File: config.mk
export PLATFORM = sky130hd
export DESIGN_NAME = bundle_block_length_parser_top
export DESIGN_NICKNAME = d
export VERILOG_FILES = /design/src/design/bblp_pkg.sv /design/src/design/bblp_cfg.sv /design/src/design/bblp_parser.sv /design/src/design/bblp_out_buf.sv /design/src/design/bundle_block_length_parser_top.sv
export SDC_FILE = /design/constraint.sdc
export NUM_CORES = 1
export LEC_CHECK = 0
export ABC_AREA = 1
export ABC_CLOCK_PERIOD_IN_PS = 8180
export BUFFER_PORTS_ARGS = -buffer_cell sky130_fd_sc_hd__buf_2
export CORE_AREA = 2 2 218 220
export CTS_CLUSTER_SIZE = 25
export DETAILED_ROUTE_END_ITERATION = 6
export DIE_AREA = 0 0 220 222
export GPL_ROUTABILITY_DRIVEN = 1
export GPL_TIMING_DRIVEN = 0
export PLACE_DENSITY = 0.76
export RECOVER_POWER = 25
export SLEW_MARGIN = 20
export SYNTH_ARGS = -nofsm -noshare
export SYNTH_HDL_FRONTEND = slang
export SYNTH_SLANG_ARGS = --single-unit
File: constraint.sdc
create_clock -name aclk -period 8.18 [get_ports aclk]
set_clock_uncertainty 0.15 [all_clocks]
set_input_delay 1.636 -clock aclk [delete_from_list [all_inputs] [get_ports aclk]]
set_output_delay 1.636 -clock aclk [all_outputs]
set_load 0.01 [all_outputs]
File: src/design/bblp_pkg.sv
`timescale 1ns / 1ps
`default_nettype none
package bblp_pkg;

    localparam int SDNV_BITS   = 7;
    localparam int LEN_W       = 64;
    localparam int FLAGS_W     = 7;
    localparam int REFS_W      = 32;
    localparam int FLAG_IDX_W  = 3;
    localparam int RES_DATA_W  = 104;

    typedef enum logic [2:0] {
        PH_TYPE  = 3'd0,
        PH_FLAGS = 3'd1,
        PH_COUNT = 3'd2,
        PH_REFS  = 3'd3,
        PH_LEN   = 3'd4
    } phase_t;

    typedef enum logic [0:0] {
        REG_EID_FLAG_BIT = 1'b0
    } reg_index_t;

    typedef struct packed {
        logic                 valid;
        logic [LEN_W-1:0]     block_length;
        logic [FLAGS_W-1:0]   proc_flags;
        logic [REFS_W-1:0]    eid_ref_count;
    } result_t;

endpackage
`default_nettype wire

File: src/design/bblp_cfg.sv
`timescale 1ns / 1ps
`default_nettype none
module bblp_cfg (
    input  wire logic                               aclk,
    input  wire logic                               aresetn,
    input  wire logic                               psel,
    input  wire logic                               penable,
    input  wire logic                               pwrite,
    input  wire logic [2:0]                         paddr,
    input  wire logic [31:0]                        pwdata,
    output logic      [31:0]                        prdata,
    output logic                                    pready,
    output logic      [bblp_pkg::FLAG_IDX_W-1:0]    eid_flag_bit
);
    import bblp_pkg::*;

    logic [FLAG_IDX_W-1:0] eid_flag_bit_reg;
    logic                  wr_en;
    logic                  sel_flag;

    assign pready   = 1'b1;
    assign sel_flag = (reg_index_t'(paddr[2]) == REG_EID_FLAG_BIT);
    assign wr_en    = psel && penable && pwrite && sel_flag;

    always_ff @(posedge aclk) begin
        if (!aresetn) begin
            eid_flag_bit_reg <= FLAG_IDX_W'(6);
        end else if (wr_en) begin
            eid_flag_bit_reg <= pwdata[FLAG_IDX_W-1:0];
        end
    end

    always_comb begin
        prdata = '0;
        if (sel_flag) begin
            prdata = {{(32-FLAG_IDX_W){1'b0}}, eid_flag_bit_reg};
        end
    end

    assign eid_flag_bit = eid_flag_bit_reg;

endmodule
`default_nettype wire

File: src/design/bblp_parser.sv
`timescale 1ns / 1ps
`default_nettype none
module bblp_parser (
    input  wire logic                               aclk,
    input  wire logic                               aresetn,
    input  wire logic                               in_accept,
    input  wire logic [7:0]                         in_byte,
    input  wire logic [bblp_pkg::FLAG_IDX_W-1:0]    eid_flag_bit,
    output bblp_pkg::result_t                       res
);
    import bblp_pkg::*;

    phase_t              phase_reg,          phase_next;
    logic [LEN_W-1:0]    sdnv_value_reg,     sdnv_value_next;
    logic [LEN_W-1:0]    header_bytes_reg,   header_bytes_next;
    logic [REFS_W-1:0]   refs_remaining_reg, refs_remaining_next;
    logic                ref_half_reg,       ref_half_next;
    logic [FLAGS_W-1:0]  flags_held_reg,     flags_held_next;
    logic [REFS_W-1:0]   refs_declared_reg,  refs_declared_next;

    logic                last_byte;
    logic [LEN_W-1:0]    sdnv_shifted;
    logic [LEN_W-1:0]    hdr_inc;
    logic [LEN_W:0]      total_sum;
    logic [FLAGS_W:0]    flags_ext;
    logic [FLAGS_W-1:0]  new_flags;

    assign last_byte    = !in_byte[7];
    assign sdnv_shifted = {sdnv_value_reg[LEN_W-SDNV_BITS-1:0], in_byte[SDNV_BITS-1:0]};
    assign hdr_inc      = (&header_bytes_reg) ? header_bytes_reg
                                              : header_bytes_reg + LEN_W'(1);
    assign total_sum    = {1'b0, hdr_inc} + {1'b0, sdnv_shifted};
    assign new_flags    = sdnv_shifted[FLAGS_W-1:0];
    assign flags_ext    = {1'b0, new_flags};

    always_comb begin
        phase_next          = phase_reg;
        sdnv_value_next     = sdnv_value_reg;
        header_bytes_next   = header_bytes_reg;
        refs_remaining_next = refs_remaining_reg;
        ref_half_next       = ref_half_reg;
        flags_held_next     = flags_held_reg;
        refs_declared_next  = refs_declared_reg;
        res                 = '0;
        res.block_length    = total_sum[LEN_W] ? '1 : total_sum[LEN_W-1:0];
        res.proc_flags      = flags_held_reg;
        res.eid_ref_count   = refs_declared_reg;
        if (in_accept) begin
            case (phase_reg)
                PH_FLAGS: begin
                    header_bytes_next = hdr_inc;
                    sdnv_value_next   = sdnv_shifted;
                    if (last_byte) begin
                        flags_held_next = new_flags;
                        sdnv_value_next = '0;
                        if (flags_ext[eid_flag_bit]) begin
                            phase_next = PH_COUNT;
                        end else begin
                            refs_declared_next  = '0;
                            refs_remaining_next = '0;
                            phase_next          = PH_LEN;
                        end
                    end
                end
                PH_COUNT: begin
                    header_bytes_next = hdr_inc;
                    sdnv_value_next   = sdnv_shifted;
                    if (last_byte) begin
                        refs_declared_next  = sdnv_shifted[REFS_W-1:0];
                        refs_remaining_next = sdnv_shifted[REFS_W-1:0];
                        ref_half_next       = 1'b0;
                        sdnv_value_next     = '0;
                        phase_next = (sdnv_shifted[REFS_W-1:0] == '0) ? PH_LEN : PH_REFS;
                    end
                end
                PH_REFS: begin
                    header_bytes_next = hdr_inc;
                    if (last_byte) begin
                        if (!ref_half_reg) begin
                            ref_half_next = 1'b1;
                        end else begin
                            ref_half_next       = 1'b0;
                            refs_remaining_next = refs_remaining_reg - REFS_W'(1);
                            if (refs_remaining_reg == REFS_W'(1)) begin
                                phase_next = PH_LEN;
                            end
                        end
                    end
                end
                PH_LEN: begin
                    header_bytes_next = hdr_inc;
                    sdnv_value_next   = sdnv_shifted;
                    if (last_byte) begin
                        res.valid           = 1'b1;
                        phase_next          = PH_TYPE;
                        sdnv_value_next     = '0;
                        header_bytes_next   = '0;
                        refs_remaining_next = '0;
                        ref_half_next       = 1'b0;
                    end
                end
                default: begin
                    header_bytes_next   = LEN_W'(1);
                    sdnv_value_next     = '0;
                    refs_remaining_next = '0;
                    ref_half_next       = 1'b0;
                    flags_held_next     = '0;
                    refs_declared_next  = '0;
                    phase_next          = PH_FLAGS;
                end
            endcase
        end
    end

    always_ff @(posedge aclk) begin
        if (!aresetn) begin
            phase_reg          <= PH_TYPE;
            sdnv_value_reg     <= '0;
            header_bytes_reg   <= '0;
            refs_remaining_reg <= '0;
            ref_half_reg       <= 1'b0;
            flags_held_reg     <= '0;
            refs_declared_reg  <= '0;
        end else begin
            phase_reg          <= phase_next;
            sdnv_value_reg     <= sdnv_value_next;
            header_bytes_reg   <= header_bytes_next;
            refs_remaining_reg <= refs_remaining_next;
            ref_half_reg       <= ref_half_next;
            flags_held_reg     <= flags_held_next;
            refs_declared_reg  <= refs_declared_next;
        end
    end

`ifndef SYNTH
    a_res_from_len: assert property (@(posedge aclk) disable iff (!aresetn)
        res.valid |-> (phase_reg == PH_LEN))
        else $error("result outside length phase");
    a_back_to_type: assert property (@(posedge aclk) disable iff (!aresetn)
        res.valid |=> (phase_reg == PH_TYPE))
        else $error("no return to type phase after result");
    a_type_clean: assert property (@(posedge aclk) disable iff (!aresetn)
        (phase_reg == PH_TYPE) |-> (header_bytes_reg == '0 && sdnv_value_reg == '0))
        else $error("stale counters while waiting for type byte");
    a_refs_nonzero: assert property (@(posedge aclk) disable iff (!aresetn)
        (phase_reg == PH_REFS) |-> (refs_remaining_reg != '0))
        else $error("reference phase with nothing remaining");
`endif

endmodule
`default_nettype wire

File: src/design/bblp_out_buf.sv
`timescale 1ns / 1ps
`default_nettype none
module bblp_out_buf (
    input  wire logic                               aclk,
    input  wire logic                               aresetn,
    input  wire bblp_pkg::result_t                  push,
    output logic                                    push_ready,
    output logic                                    m_tvalid,
    input  wire logic                               m_tready,
    output logic      [bblp_pkg::RES_DATA_W-1:0]    m_tdata
);
    import bblp_pkg::*;

    result_t main_reg, main_next;
    result_t skid_reg, skid_next;
    logic    pop;

    assign pop        = main_reg.valid && m_tready;
    assign push_ready = !skid_reg.valid;

    always_comb begin
        main_next = main_reg;
        skid_next = skid_reg;
        if (pop) begin
            if (skid_reg.valid) begin
                main_next       = skid_reg;
                skid_next.valid = 1'b0;
            end else if (push.valid) begin
                main_next = push;
            end else begin
                main_next.valid = 1'b0;
            end
        end else if (push.valid) begin
            if (!main_reg.valid) begin
                main_next = push;
            end else begin
                skid_next = push;
            end
        end
    end

    always_ff @(posedge aclk) begin
        if (!aresetn) begin
            main_reg.valid <= 1'b0;
            skid_reg.valid <= 1'b0;
        end else begin
            main_reg.valid <= main_next.valid;
            skid_reg.valid <= skid_next.valid;
        end
        main_reg.block_length  <= main_next.block_length;
        main_reg.proc_flags    <= main_next.proc_flags;
        main_reg.eid_ref_count <= main_next.eid_ref_count;
        skid_reg.block_length  <= skid_next.block_length;
        skid_reg.proc_flags    <= skid_next.proc_flags;
        skid_reg.eid_ref_count <= skid_next.eid_ref_count;
    end

    assign m_tvalid = main_reg.valid;
    assign m_tdata  = {1'b0, main_reg.eid_ref_count, main_reg.proc_flags,
                       main_reg.block_length};

`ifndef SYNTH
    a_skid_order: assert property (@(posedge aclk) disable iff (!aresetn)
        skid_reg.valid |-> main_reg.valid)
        else $error("skid entry without output entry");
    a_no_overflow: assert property (@(posedge aclk) disable iff (!aresetn)
        skid_reg.valid |-> !push.valid)
        else $error("push into full buffer");
    a_full_holds: assert property (@(posedge aclk) disable iff (!aresetn)
        (skid_reg.valid && !m_tready) |=> (skid_reg.valid && main_reg.valid))
        else $error("entry lost while stalled");
`endif

endmodule
`default_nettype wire

File: src/design/bundle_block_length_parser_top.sv
`timescale 1ns / 1ps
`default_nettype none
// channel  | dir | ports                      | payload
// ---------+-----+----------------------------+-------------------------------------------
// s_       | in  | s_tvalid s_tready s_tdata  | data_byte[7:0]
// m_       | out | m_tvalid m_tready m_tdata  | block_length, proc_flags, eid_ref_count
// apb      | in  | psel penable pwrite paddr  | eid_flag_bit at address 0
//
// one header byte per cycle while s_tready is high; each byte updates the parse registers in the cycle it is taken
// the result is registered into the main or skid output entry when the last data length byte is taken
// a two-entry output buffer keeps s_tready high while one result waits on m_tready
// s_tready drops only when both output entries are full
// aresetn is synchronous; the parser returns to waiting for a type byte, eid_flag_bit to 6
module bundle_block_length_parser_top (
    input  wire logic          aclk,
    input  wire logic          aresetn,
    input  wire logic          s_tvalid,
    output logic               s_tready,
    input  wire logic [7:0]    s_tdata,   // data_byte[7:0]
    output logic               m_tvalid,
    input  wire logic          m_tready,
    output logic      [103:0]  m_tdata,   // block_length[63:0], proc_flags[70:64],
                                          // eid_ref_count[102:71], zero[103]
    input  wire logic          psel,
    input  wire logic          penable,
    input  wire logic          pwrite,
    input  wire logic [2:0]    paddr,
    input  wire logic [31:0]   pwdata,
    output logic      [31:0]   prdata,
    output logic               pready
);
    import bblp_pkg::*;

    logic [FLAG_IDX_W-1:0] eid_flag_bit;
    logic                  in_accept;
    logic                  push_ready;
    result_t               res;

    assign s_tready  = push_ready;
    assign in_accept = s_tvalid && push_ready;

    bblp_cfg u_cfg (
        .aclk         (aclk),
        .aresetn      (aresetn),
        .psel         (psel),
        .penable      (penable),
        .pwrite       (pwrite),
        .paddr        (paddr),
        .pwdata       (pwdata),
        .prdata       (prdata),
        .pready       (pready),
        .eid_flag_bit (eid_flag_bit)
    );

    bblp_parser u_parser (
        .aclk         (aclk),
        .aresetn      (aresetn),
        .in_accept    (in_accept),
        .in_byte      (s_tdata),
        .eid_flag_bit (eid_flag_bit),
        .res          (res)
    );

    bblp_out_buf u_out_buf (
        .aclk       (aclk),
        .aresetn    (aresetn),
        .push       (res),
        .push_ready (push_ready),
        .m_tvalid   (m_tvalid),
        .m_tready   (m_tready),
        .m_tdata    (m_tdata)
    );

endmodule
`default_nettype wire
Yosys cells after proc, flatten, opt, wreduce, memory -nomap -nowiden
Index checks and enable logic that the tools add are counted.

Word-level logic and storage cells: 107. Output and inout bits: 139. Input port bits: 50. Register bits after elaboration: 407.

Equality and inequality tests: 14. Reductions and logical operators: 25. Bitwise logic cells: 7. Add/subtract/negate cells: 3. Mux-type cells: 41. Order comparisons: 1.

Operator list (number): two-way mux 104 bit (3); two-way mux 103 bit (2); two-way mux 32 bit (6); two-way mux 64 bit (3); case mux 32 bit (4 select lines) (1); case mux 64 bit (2 select lines) (1); case mux 57 bit (2 select lines) (1); case mux 32 bit (3 select lines) (1); adder 64 x 64 -> 65 bit (1); adder 64 x 1 -> 64 bit (second input constant) (1); AND reduction 64 bit (1); two-way mux 57 bit (1); equality test 32 x 1 -> 1 bit (second input constant) (1); logical NOT 32 bit (1); subtractor 32 x 1 -> 32 bit (second input constant) (1); two-way mux 3 bit (9); != test 2 bit (second input constant) (7); case mux 7 bit (2 select lines) (1); AND reduction 7 bit (2); case mux 3 bit (4 select lines) (1); AND reduction 3 bit (3); OR reduction 3 bit (3); two-way mux 1 bit (8); two-way mux 7 bit (1); 15 further kinds (31).

Longest topological paths before layout
Depth in word-level cells: 7. Depth in mapped cells: 31. Depth with buffers taken out: 28.

Hierarchy
From an unflattened synthesis, not the netlist that was laid out.

Cell total of the unflattened synthesis: 3787. Area, all modules: 26075.0 um^2.

Modules (own cells, without submodules): bblp_parser (area an instance 18078.6 um^2, instances 1, cells an instance 3168); bblp_out_buf (area an instance 7588.5 um^2, instances 1, cells an instance 557); bblp_cfg (area an instance 400.4 um^2, instances 1, cells an instance 60); bundle_block_length_parser_top (area an instance 7.5 um^2, instances 1, cells an instance 2).

Least setup slack after synthesis
No wires, ideal clock.

Kind: input-to-reg. From: input m_tready. To: register u_out_buf.main_reg (netlist bit u_out_buf.m_tdata[0]), enable pin. Stages on the path: 5. Data arrival time: 7187 ps. Path slack: 244 ps. Required time: 7431 ps. Library setup time: 599 ps. Path buffers: 1. Cells stage by stage: nand2_1 > nor2_1 > inv_2 > clkbuf_1 > a21oi_1.

Cells in the longest elaborated chain, start to end: 3. Elaborated cells on any way between the ends: 4.

RTL lines: from (decl) (RTL line bundle_block_length_parser_top.sv:21) `input wire logic m_tready,`; logical AND 1 bit (*) (RTL line bblp_out_buf.sv:18) `assign pop = main_reg.valid && m_tready;`; != test 2 bit (no line) / nonzero test 2 bit (equally long branches); AND reduction 3 bit (no line) (*); to (decl) (RTL line bblp_out_buf.sv:14) `result_t main_reg, main_next;`.

Mark *: on every way between the ends. The rest lies on a longest branch, timed or not. A chain may end at the register's enable or synchronous reset.

==> flow_summary_export.csv <==
group,metric,value,unit
synthesis,netlist_instances,3692,
synthesis,ys_ff_latch,407,
cells_and_area,regArea,10200,um^2
setup_path,cpMostUsedCell,"nand2_1",
cells_and_area,area_delta_synth_final,11.8,%
floorplan,dieWidth,220,um
drt,drc,0,
setup_path,cp-start-kind,"flop",
setup_path,worstSetupPathType,"reg -> reg",
drt,wl,80500,um
place,dpl-instance-area,27000,um^2
cells_and_area,largest_register_ffs,104,
grt,grt_pass1_vias,21700,
setup_path,cpPeakStageDelay,0.51,ns
timing,drv_slew,10,
grt,grt_usage,32.6,%
cells_and_area,antenna-diode-count,0,
power_and_ir_drop,powerDensity,168,nW/um^2
floorplan,rows,79,
power_and_ir_drop,p_leak,0.0131,uW
worst_hold_path,min_delay_path_depth,0,
floorplan,initial_core_util,54.6,%
grt,antenna_found_initial,2,
power_and_ir_drop,internal_power,3470,uW
cts,cts-root-buf,"clkbuf_16",
power_and_ir_drop,peakVddDrop,0.183,mV
cells_and_area,drive_gt1_share,5.29,%
setup_path,cpMaxStageDelayCell,"dfxtp_1",
timing,fmax,185,MHz
timing,finalCritPeriodShare,66.0,%
place,portBuffers,124,
cts,cts_resized,0,
timing,period_needed,5.40,ns
drt,first_iter_violations,2581,
timing,worst_pin_slew,1.61,ns
power_and_ir_drop,seqPwrFrac,47.8,%
drt,dr.pass1.iters,6,
timing,hold_viol_final,0,
cts,clk_pin_slew_worst_paths,0.06,ns
status,violations,"max-capacitance violations, max-slew violations",
floorplan,core_area,46300,um^2
place,dp_cells,4460,
power_and_ir_drop,pwr-share-clk,41.5,%
cells_and_area,fin_cells,4541,
job,cap_viol_max_count,1,
cts,clock_path_buffers,3,
cts,clk_latency,0.61,ns
cts,hold_buffers,0,
place,gp_congestion,0.983,
timing,holdWs,0.278,ns
drt,avgRoutedWirePerCell,17.7,um
timing,grt_setup_unrepaired,"false",
drt,avgViaCountPerCell,5.37,
cells_and_area,nFillCells,4432,
floorplan,die_h,222,um
cells_and_area,nets,4033,
synthesis,syn_area,25300,um^2
synthesis,ys_warn_count,0,
cts,cts.sink_count,407,
setup_path,required,8.48,ns
synthesis,seq_area_frac_synth,40.4,%
drt,dr_total_vias,24400,
cells_and_area,final_common_cell,"nand2_1",
synthesis,avgSynthCellArea,6.85,um^2
synthesis,ys_types,47,
worst_hold_path,hold_path_class,"reg -> reg",
drt,drtAntennaViolNets,0,
place,dp_hpwl,63900,um
grt,grt_overflow_total,0,
timing,slew-limit-headroom,-8.40,%
power_and_ir_drop,p_switching,1280,uW
cts,cts_buffers,44,
status,status,"finished with violations",
setup_path,crit_fanout,10,
timing,finalWorstSetupSlack,2.78,ns
grt,grt_max_degree,29,
cts,cts_tree,"done",
setup_path,end_kind,"flop",
cells_and_area,final_cell_mix,"nand2_1 (1311), inv_1 (523), nor2_1 (326)",
cells_and_area,design_area,28300,um^2
power_and_ir_drop,sw_frac_of_total,26.9,%
setup_path,crit_arrival,5.70,ns
cts,cts.htree.levels,2,
floorplan,io_pins,189,
cells_and_area,multi_input_area,12400,um^2
grt,grt_first_pass_wirelength,123000,um
power_and_ir_drop,power_frac_comb,10.7,%
floorplan,die_area,48800,um^2
place,pre_cts_slack,2.94,ns
timing,setup_violations,0,
cts,post-cts-setup-buffer-count,0,
setup_path,rr_worst_depth,31,
-- cells in the mapped netlist, drive strengths merged --
cell type	n	share of area (%)
nand3b	8	0.24
clkinv	3	0.049
a21oi	231	4.6
edfxtp	206	24
conb	2	0.030
inv	526	7.8
dfxtp	201	16
buf	67	1.9
fa	1	0.079
xor2	62	2.1
nand3	228	4.8
a211oi	4	0.12
o21bai	2	0.059
nor4	16	0.46
o21ai	166	3.3
xnor2	14	0.49
clkbuf	77	1.1
or2	6	0.15
and3	6	0.15
o211ai	6	0.18
nor3b	1	0.030
a31oi	13	0.32
and3b	1	0.035
nor2	335	5.1
ha	83	4.1
o31ai	1	0.030
nand2	1326	20
and2	7	0.17
nor3	43	0.93
a21o	1	0.030
nand4	49	1.2
-- path summary, 6_finish.rpt --
check | from | endpoint | slack, ns
min reg2reg | u_parser.refs_declared_reg[1] | u_out_buf.skid_reg[1] | 0.28
max reg2reg | u_parser.header_bytes_reg[0] | u_out_buf.m_tdata[46] | 2.78
min | u_parser.refs_declared_reg[1] | u_out_buf.skid_reg[1] | 0.28
max | u_parser.header_bytes_reg[0] | u_out_buf.m_tdata[46] | 2.78
-- critical path: cells and delay by family, from the launching register on --
| kind | cells | cell delay (ns) |
|---|---|---|
| AOI/OAI and AO/OA | 1 | 0.09 |
| and+or+nand+nor | 19 | 2.43 |
| adders and majority gates | 3 | 1.02 |
| buffers and inverters | 8 | 1.03 |
| DFF | 1 | 0.51 |
-- power groups by stage --
stage / clock network (uW) / registers, uW / logic, uW
2_1_floorplan: 0 / 2290 / 349
3_3_place_gp: 0 / 2310 / 484
3_5_place_dp: 0 / 2310 / 492
4_1_cts: 1990 / 2260 / 498
5_1_grt: 2080 / 2270 / 568
6_report: 1970 / 2270 / 510
-- routing by layer --
metal  vias to the layer above  global-route usage [%]  routed length [um]
met5                         -                       0                  23
met2                      1049                    49.7               34500
met1                     11100                    46.8               35700
li1                      12100                       -                   -
met3                       188                    5.87                7360
met4                         4                    10.8                2970
-- per-stage QoR --
stage	setup TNS (ns)	total power [uW]	utilization (%)
after floorplan	0	2640	-
after detailed placement	0	2800	58.3
after CTS	0	4750	61.4
after global routing	0	4920	61.1
after global placement	-342.19	2790	57.9
final	0	4750	61.1
-- logic make-up (layout without fill, tap and decap cells) --
family                     count (synthesis)  after routing  synth area share [%]
adders and majority gates                 84             84                  4.19
AOI/OAI and AO/OA                        424            424                  8.73
other                                      2             31                0.0297
buffers and inverters                    673            886                  10.9
and+or+nand+nor                         2026           2026                  33.1
xor gates and xnor gates                  76             76                  2.63
DFF                                      407            407                  40.4
-- layout make-up --
| cell class | instances | share of cell area, % |
|---|---|---|
| clock buffer | 61 | 4.27 |
| timing repair buffer | 132 | 2.40 |
| clock inverter | 20 | 0.784 |
| tap | 607 | 2.69 |
| multi-input combinational | 2641 | 44.0 |
| buffer | 144 | 2.68 |
| sequential | 407 | 36.1 |
| inverter | 529 | 7.04 |
No activity file was read; power rests on OpenSTA's default activity.
